$ cat config.mk
export PLATFORM = sky130hd
export DESIGN_NAME = midpoint_line_rasterizer
export DESIGN_NICKNAME = d
export VERILOG_FILES = /design/src/rtl/mlr_pkg.sv /design/src/rtl/mlr_ctrl.sv /design/src/rtl/mlr_datapath.sv /design/src/rtl/midpoint_line_rasterizer.sv
export SDC_FILE = /design/constraint.sdc
export NUM_CORES = 1
export LEC_CHECK = 0
export BUFFER_PORTS_ARGS = -buffer_cell sky130_fd_sc_hd__buf_2
export CAP_MARGIN = 10
export CORE_MARGIN = 10
export CORE_UTILIZATION = 50
export CTS_BUF_LIST = sky130_fd_sc_hd__clkbuf_8
export CTS_CLUSTER_DIAMETER = 30
export DETAILED_ROUTE_END_ITERATION = 8
export PLACE_DENSITY = 0.76
export SLEW_MARGIN = 20
export SYNTH_ARGS = -nofsm -noshare
export SYNTH_HDL_FRONTEND = slang
export SYNTH_SLANG_ARGS = --single-unit
$ cat constraint.sdc
create_clock -name clk -period 5.7 [get_ports clk]
set_input_delay 1.14 -clock clk [delete_from_list [all_inputs] [get_ports clk]]
set_output_delay 1.14 -clock clk [all_outputs]
set_load 0.05 [all_outputs]
$ cat src/rtl/mlr_pkg.sv
// Shared types and constants for the midpoint line rasterizer.
package mlr_pkg;

  localparam int COORD_BITS = 10;
  // Doubled midpoint term: sign bit plus headroom for twice a delta.
  localparam int DEC_BITS   = COORD_BITS + 3;

  typedef logic [COORD_BITS-1:0]      coord_t;
  typedef logic signed [DEC_BITS-1:0] dec_t;

  localparam logic OP_LOAD = 1'b0;
  localparam logic OP_STEP = 1'b1;

  typedef struct packed {
    logic   operation;
    coord_t first_x;
    coord_t first_y;
    coord_t second_x;
    coord_t second_y;
  } in_item_t;

  typedef struct packed {
    coord_t pixel_x;
    coord_t pixel_y;
    logic   pixel_valid;
    logic   last_pixel;
  } out_item_t;

  // Commands from the controller to the datapath.
  typedef struct packed {
    logic capture;  // latch ordered endpoints and deltas
    logic setup;    // choose octant, seed decision, emit start pixel
    logic step;     // advance one pixel, or emit an idle item
  } cmd_t;

endpackage

$ cat src/rtl/mlr_ctrl.sv
// Controller: input/output handshake and load sequencing.
module mlr_ctrl (
  input  logic          clk,
  input  logic          rst,
  input  logic          in_valid,
  input  logic          in_operation,
  output logic          in_stall,
  output logic          out_valid,
  input  logic          out_stall,
  output mlr_pkg::cmd_t cmd
);

  typedef enum logic [1:0] {
    S_READY = 2'b01,
    S_SETUP = 2'b10
  } state_t;

  state_t state, state_next;
  logic   out_free;
  logic   accept;
  logic   out_valid_next;

  assign out_free = !out_valid || !out_stall;
  assign in_stall = !((state == S_READY) && out_free);
  assign accept   = in_valid && !in_stall;

  assign cmd.capture = accept && (in_operation == mlr_pkg::OP_LOAD);
  assign cmd.step    = accept && (in_operation == mlr_pkg::OP_STEP);
  assign cmd.setup   = (state == S_SETUP) && out_free;

  always_comb begin
    state_next = state;
    unique case (state)
      S_READY: begin
        if (cmd.capture) state_next = S_SETUP;
      end
      S_SETUP: begin
        if (out_free) state_next = S_READY;
      end
      default: state_next = S_READY;
    endcase
  end

  always_comb begin
    out_valid_next = out_valid;
    if (cmd.step || cmd.setup) begin
      out_valid_next = 1'b1;
    end else if (!out_stall) begin
      out_valid_next = 1'b0;
    end
  end

  always_ff @(posedge clk) begin
    if (rst) begin
      state     <= S_READY;
      out_valid <= 1'b0;
    end else begin
      state     <= state_next;
      out_valid <= out_valid_next;
    end
  end

endmodule

$ cat src/rtl/mlr_datapath.sv
// Datapath: line state, midpoint decision arithmetic and output register.
module mlr_datapath (
  input  logic               clk,
  input  logic               rst,
  input  mlr_pkg::cmd_t      cmd,
  input  mlr_pkg::in_item_t  in_data,
  output mlr_pkg::out_item_t out_data
);

  mlr_pkg::coord_t cur_x, cur_y, target_x, target_y;
  mlr_pkg::coord_t delta_x, delta_y_abs;
  mlr_pkg::dec_t   decision, inc_pos, inc_neg;
  logic            y_descends, y_major, active;

  // Capture: order endpoints so x rises.
  logic            swap;
  mlr_pkg::coord_t ax, ay, bx, by;

  assign swap = in_data.first_x > in_data.second_x;
  assign ax   = swap ? in_data.second_x : in_data.first_x;
  assign ay   = swap ? in_data.second_y : in_data.first_y;
  assign bx   = swap ? in_data.first_x  : in_data.second_x;
  assign by   = swap ? in_data.first_y  : in_data.second_y;

  // Setup: octant and decision seed.
  logic            ym_s;
  mlr_pkg::coord_t minor_s, major_s;
  mlr_pkg::dec_t   minor2_s, major_e_s;
  logic            active_s;

  assign ym_s      = !(delta_x > delta_y_abs);
  assign minor_s   = ym_s ? delta_x : delta_y_abs;
  assign major_s   = ym_s ? delta_y_abs : delta_x;
  assign minor2_s  = {2'b00, minor_s, 1'b0};
  assign major_e_s = {3'b000, major_s};
  assign active_s  = ym_s ? (cur_y != target_y) : (cur_x != target_x);

  // Step: one unit on the major axis, minor axis when decision >= 0.
  logic            dec_neg, move_x, move_y, active_n;
  mlr_pkg::coord_t nx, ny;
  mlr_pkg::dec_t   dec_n;

  assign dec_neg  = decision[mlr_pkg::DEC_BITS-1];
  assign move_x   = !y_major || !dec_neg;
  assign move_y   = y_major || !dec_neg;
  assign nx       = move_x ? cur_x + 1'b1 : cur_x;
  assign ny       = !move_y ? cur_y : (y_descends ? cur_y - 1'b1 : cur_y + 1'b1);
  assign dec_n    = decision + (dec_neg ? inc_pos : inc_neg);
  assign active_n = y_major ? (ny != target_y) : (nx != target_x);

  always_ff @(posedge clk) begin
    if (rst) begin
      active <= 1'b0;
    end else if (cmd.setup) begin
      active <= active_s;
    end else if (cmd.step && active) begin
      active <= active_n;
    end else if (cmd.capture) begin
      active <= 1'b0;
    end
  end

  always_ff @(posedge clk) begin
    if (cmd.capture) begin
      cur_x       <= ax;
      cur_y       <= ay;
      target_x    <= bx;
      target_y    <= by;
      delta_x     <= bx - ax;
      y_descends  <= ay > by;
      delta_y_abs <= (ay > by) ? ay - by : by - ay;
    end
    if (cmd.setup) begin
      y_major              <= ym_s;
      decision             <= minor2_s - major_e_s;
      inc_pos              <= minor2_s;
      inc_neg              <= minor2_s - (major_e_s <<< 1);
      out_data.pixel_x     <= cur_x;
      out_data.pixel_y     <= cur_y;
      out_data.pixel_valid <= 1'b1;
      out_data.last_pixel  <= !active_s;
    end
    if (cmd.step) begin
      if (active) begin
        cur_x                <= nx;
        cur_y                <= ny;
        decision             <= dec_n;
        out_data.pixel_x     <= nx;
        out_data.pixel_y     <= ny;
        out_data.pixel_valid <= 1'b1;
        out_data.last_pixel  <= !active_n;
      end else begin
        out_data <= '0;
      end
    end
  end

endmodule

$ cat src/rtl/midpoint_line_rasterizer.sv
// Top level of the midpoint line rasterizer: controller plus datapath.
//
// Input channel (in_valid/in_stall/in_data): one item is either a load,
// carrying two endpoints, or a step. Output channel (out_valid/out_stall/
// out_data): exactly one result item per input item, in order.
// A load orders the endpoints so x rises and returns the start pixel;
// each step returns the next pixel of the line, chosen by a doubled
// integer midpoint term in x-major or y-major octants. The end pixel
// carries last_pixel; a step with no line in progress returns an item
// with pixel_valid low and all other fields zero.
// Timing: a step's result is registered on the next edge, so steps stream
// at one pixel per clock while out_stall is low. A load runs as capture,
// which orders endpoints and forms the deltas, then setup, which picks the
// octant and seeds the decision term; in_stall is high during setup.
// The single output register parts the two sides: while out_stall holds
// a result, in_stall is raised and all state holds.
// Reset (rst, synchronous) leaves the block idle with no line active and
// the output register empty.
module midpoint_line_rasterizer (
  input  logic               clk,
  input  logic               rst,
  input  logic               in_valid,
  output logic               in_stall,
  input  mlr_pkg::in_item_t  in_data,
  output logic               out_valid,
  input  logic               out_stall,
  output mlr_pkg::out_item_t out_data
);

  mlr_pkg::cmd_t cmd;

  mlr_ctrl u_ctrl (
    .clk          (clk),
    .rst          (rst),
    .in_valid     (in_valid),
    .in_operation (in_data.operation),
    .in_stall     (in_stall),
    .out_valid    (out_valid),
    .out_stall    (out_stall),
    .cmd          (cmd)
  );

  mlr_datapath u_datapath (
    .clk      (clk),
    .rst      (rst),
    .cmd      (cmd),
    .in_data  (in_data),
    .out_data (out_data)
  );

  // A load always passes through setup with the input held off.
  a_load_stalls: assert property (@(posedge clk) disable iff (rst)
    (in_valid && !in_stall && in_data.operation == mlr_pkg::OP_LOAD) |=> in_stall)
    else $error("load not followed by setup stall");

  // A step's result appears in the output register on the next cycle.
  a_step_result: assert property (@(posedge clk) disable iff (rst)
    (in_valid && !in_stall && in_data.operation == mlr_pkg::OP_STEP) |=> out_valid)
    else $error("step gave no result");

  // Only a real pixel can close a line.
  a_last_valid: assert property (@(posedge clk) disable iff (rst)
    (out_valid && out_data.last_pixel) |-> out_data.pixel_valid)
    else $error("last_pixel without pixel_valid");

  // An idle item carries zero coordinates.
  a_idle_zero: assert property (@(posedge clk) disable iff (rst)
    (out_valid && !out_data.pixel_valid) |->
      (out_data.pixel_x == '0 && out_data.pixel_y == '0))
    else $error("idle item with coordinates");

endmodule

==> out/metrics.cfg <==
[power]
power_leakage_nw=4.36
switchingPower_w=0.00143
intPower_w=0.00218
pwr-share-comb=0.445
ir_drop_mv=0.161
power_density_mw_per_mm2=338
p_seq_frac=0.339
clock_power_share=0.216
p_sw_frac=0.396

[detailed_routing]
vias=8747
drtPass1Iterations=5
wirelength_um=25800
wl_per_cell_um=17.5
drtIter0Drc=779
via_per_inst=5.92
ant_nets=0
drc=0

[die]
io_pins=69
die-area_mm2=0.0256
initial_core_util=0.507
die_y_um=160
die_w_um=160
num_rows=51
core_area_mm2=0.0193

[logic_synthesis]
ys_seq_area_frac=0.334
syn-cell-area_mm2=0.00979
async_reset_ff_frac=0
synthCells=1162
avgSynthCellArea_um2=8.43
ys_warn_count=0
yosys.area.top_type=edfxtp_1
synth_edf_count=85
yosys_most_used_dff=edfxtp_1
syn_nets=1260
synth.distinct_cells=75
yosysTopAreaCellShare=0.261
ys_ff_latch=121
synthTopCellsByArea=edfxtp_1 26%, dfxtp_1 7.4%, ha_1 6.4%, nand2_1 5.4%, o21ai_0 5.1%

[timing]
fmax_mhz=200
finalSetupTns_ns=0
report.final.slew_viol_count=0
setup_viol=0
min_period_over_period=0.875
max_slew_margin=0.391
hold_viol_final=0
period_minus_slack_ns=4.99
rsz0062_at_grt=false
fin_skew_ns=0.0108
worst_slew_pin_slew_ns=0.912
timing.final.ws_setup_ns=0.711

[grt]
grt_pass1_vias=7815
grt_pass1_wl_um=41500
grt_max_degree=57
grt_usage=0.196
gr-total-overflow=0
antenna_found_initial=0

[clock_network]
cts_tree=yes
cts_root_buf=clkbuf_8
h-tree-depth=4
clock_tree.buffer_depth=2
path_clk_slew_ns=0.07
ctsResizeCount=0
clock_sinks=121
postCtsSetupRepairBufs=0
hold_buffers=0
cts_made_buffers=17
insertion_delay_ns=0.45

[critical_path]
path_class=reg2reg
arrival_ns=5.33
cp_max_fo=14
endpoint_kind=register
reg2reg_setup_slack_ns=0.71
startpoint_type=register
cp.required_ns=6.04
reg2regPathDepth=20

[finish]
final_cells=1478
layout_common_cells=141 x nand2_1, 100 x o21ai_0, 87 x nor2_1
area_growth_pct=9.14
nets=1298
drive_gt1_frac=0.117
final_common_cell=nand2_1
n_antenna_cell=0
nFillCells=1731

[place]
preCtsSetupSlack_ns=0.677
place_congestion=0.956
dp.cells=1446
hpwl_um=19700
port_buffers=68

[min_path]
hp-class=reg2reg
hold_path_depth=2

[status]
status=complete, no violations

[flow_run]
drv_cap=0

-- metal layers --
| layer | wire, um | GRT usage |
|---|---|---|
| met2 | 10900 | 0.286 |
| met3 | 1990 | 0.0357 |
| met4 | 412 | 0.0568 |
| met5 | 0 | 0 |
| met1 | 12600 | 0.287 |
-- power by group through the flow --
| stage | combinational [W] | sequential [W] | clock [W] |
|---|---|---|---|
| 4_1_cts | 0.00159 | 0.00122 | 0.000789 |
| 6_report | 0.00161 | 0.00123 | 0.000780 |
| 3_5_place_dp | 0.00158 | 0.00124 | 0 |
| 2_1_floorplan | 0.00124 | 0.00122 | 0 |
| 5_1_grt | 0.00179 | 0.00124 | 0.000826 |
| 3_3_place_gp | 0.00155 | 0.00124 | 0 |
-- worst max-delay path: stages (launching register included) --
cell and delay [ns]:
edfxtp_1 0.47, inv_1 0.14, ha_1 0.41, a21oi_1 0.19, a31oi_1 0.12, nor4_1 0.31, buf_4 0.23, nor2_1 0.07
inv_1 0.27, nor2_1 0.07, a21o_1 0.19, ha_1 0.30, a21o_1 0.12, a21oi_1 0.09, maj3_1 0.37, maj3_1 0.36
mux2i_1 0.27, a311oi_2 0.18, a21oi_1 0.30, a2111oi_2 0.13, a311o_1 0.27
-- final timing paths --
kind | from | to
setup / recovery | u_datapath.delta_y_abs[4]$_DFFE_PP_ | u_datapath.decision[11]$_DFF_P_
hold / removal | u_datapath.decision[9]$_DFF_P_ | u_datapath.decision[9]$_DFF_P_
setup reg to reg | u_datapath.delta_y_abs[4]$_DFFE_PP_ | u_datapath.decision[11]$_DFF_P_
hold reg to reg | u_datapath.decision[9]$_DFF_P_ | u_datapath.decision[9]$_DFF_P_
-- registers in the layout, summed over array words and instances (netlist names) --
register and cells:
u_datapath.out_data 22, u_datapath.decision 12, u_datapath.inc_neg 11, u_datapath.cur_x 10, u_datapath.cur_y 10, u_datapath.delta_x 10
u_datapath.delta_y_abs 10, u_datapath.inc_pos 10, u_datapath.target_x 10, u_datapath.target_y 10, u_ctrl.state 2, u_ctrl.out_valid 1
u_datapath.active 1, u_datapath.y_descends 1, u_datapath.y_major 1
-- through the flow --
stage           util  instance area [um2]  hold slack [ns]  total power [W]
2_1_floorplan      -                 9790            0.452          0.00246
3_3_place_gp   0.533                10300            0.467          0.00279
3_5_place_dp   0.533                10300            0.486          0.00281
4_1_cts        0.553                10700            0.501          0.00360
5_1_grt        0.553                10700            0.535          0.00385
6_report       0.553                10700            0.498          0.00361
-- cell type report --
cell class | instances | area (um2) | area share
repair buffers | 82 | 445 | 0.0417
flip-flops and latches | 121 | 3270 | 0.306
inverters | 58 | 218 | 0.0204
clock inverters | 14 | 144 | 0.0135
multi-input cells | 920 | 6030 | 0.564
clock buffers | 18 | 248 | 0.0232
well taps | 265 | 332 | 0.0310
-- logic make-up after synthesis --
logic type	count (synthesis)	synth area share
flops	121	0.334
compound gates	336	0.219
xor+xnor	97	0.0868
simple gates	382	0.183
buf+inv	121	0.0512
fa+ha+maj	72	0.0894
mux	33	0.0364
-- synth_stat cells (all sizes together) (4+ instances only) --
master  count
a311oi      4
a211oi     11
inv        58
maj3       19
o21ai     102
mux2       18
and2        4
o31ai       8
a21oi      84
and3       12
or3         4
clkbuf     41
nor4b       5
a22oi       7
nand3      36
o211ai     20
o221ai      5
mux2i      15
o32ai       4
a221oi      4
nand2     141
nand4       9
nor2b      23
nor2       88
o21a       11
edfxtp     85
buf        22
xor2       47
a211o       4
nor3       23
nand2b     20
a21o       19
a31oi      19
ha         50
xnor2      50
o22ai       9
dfxtp      36
Power figures use the tool's default switching activity.
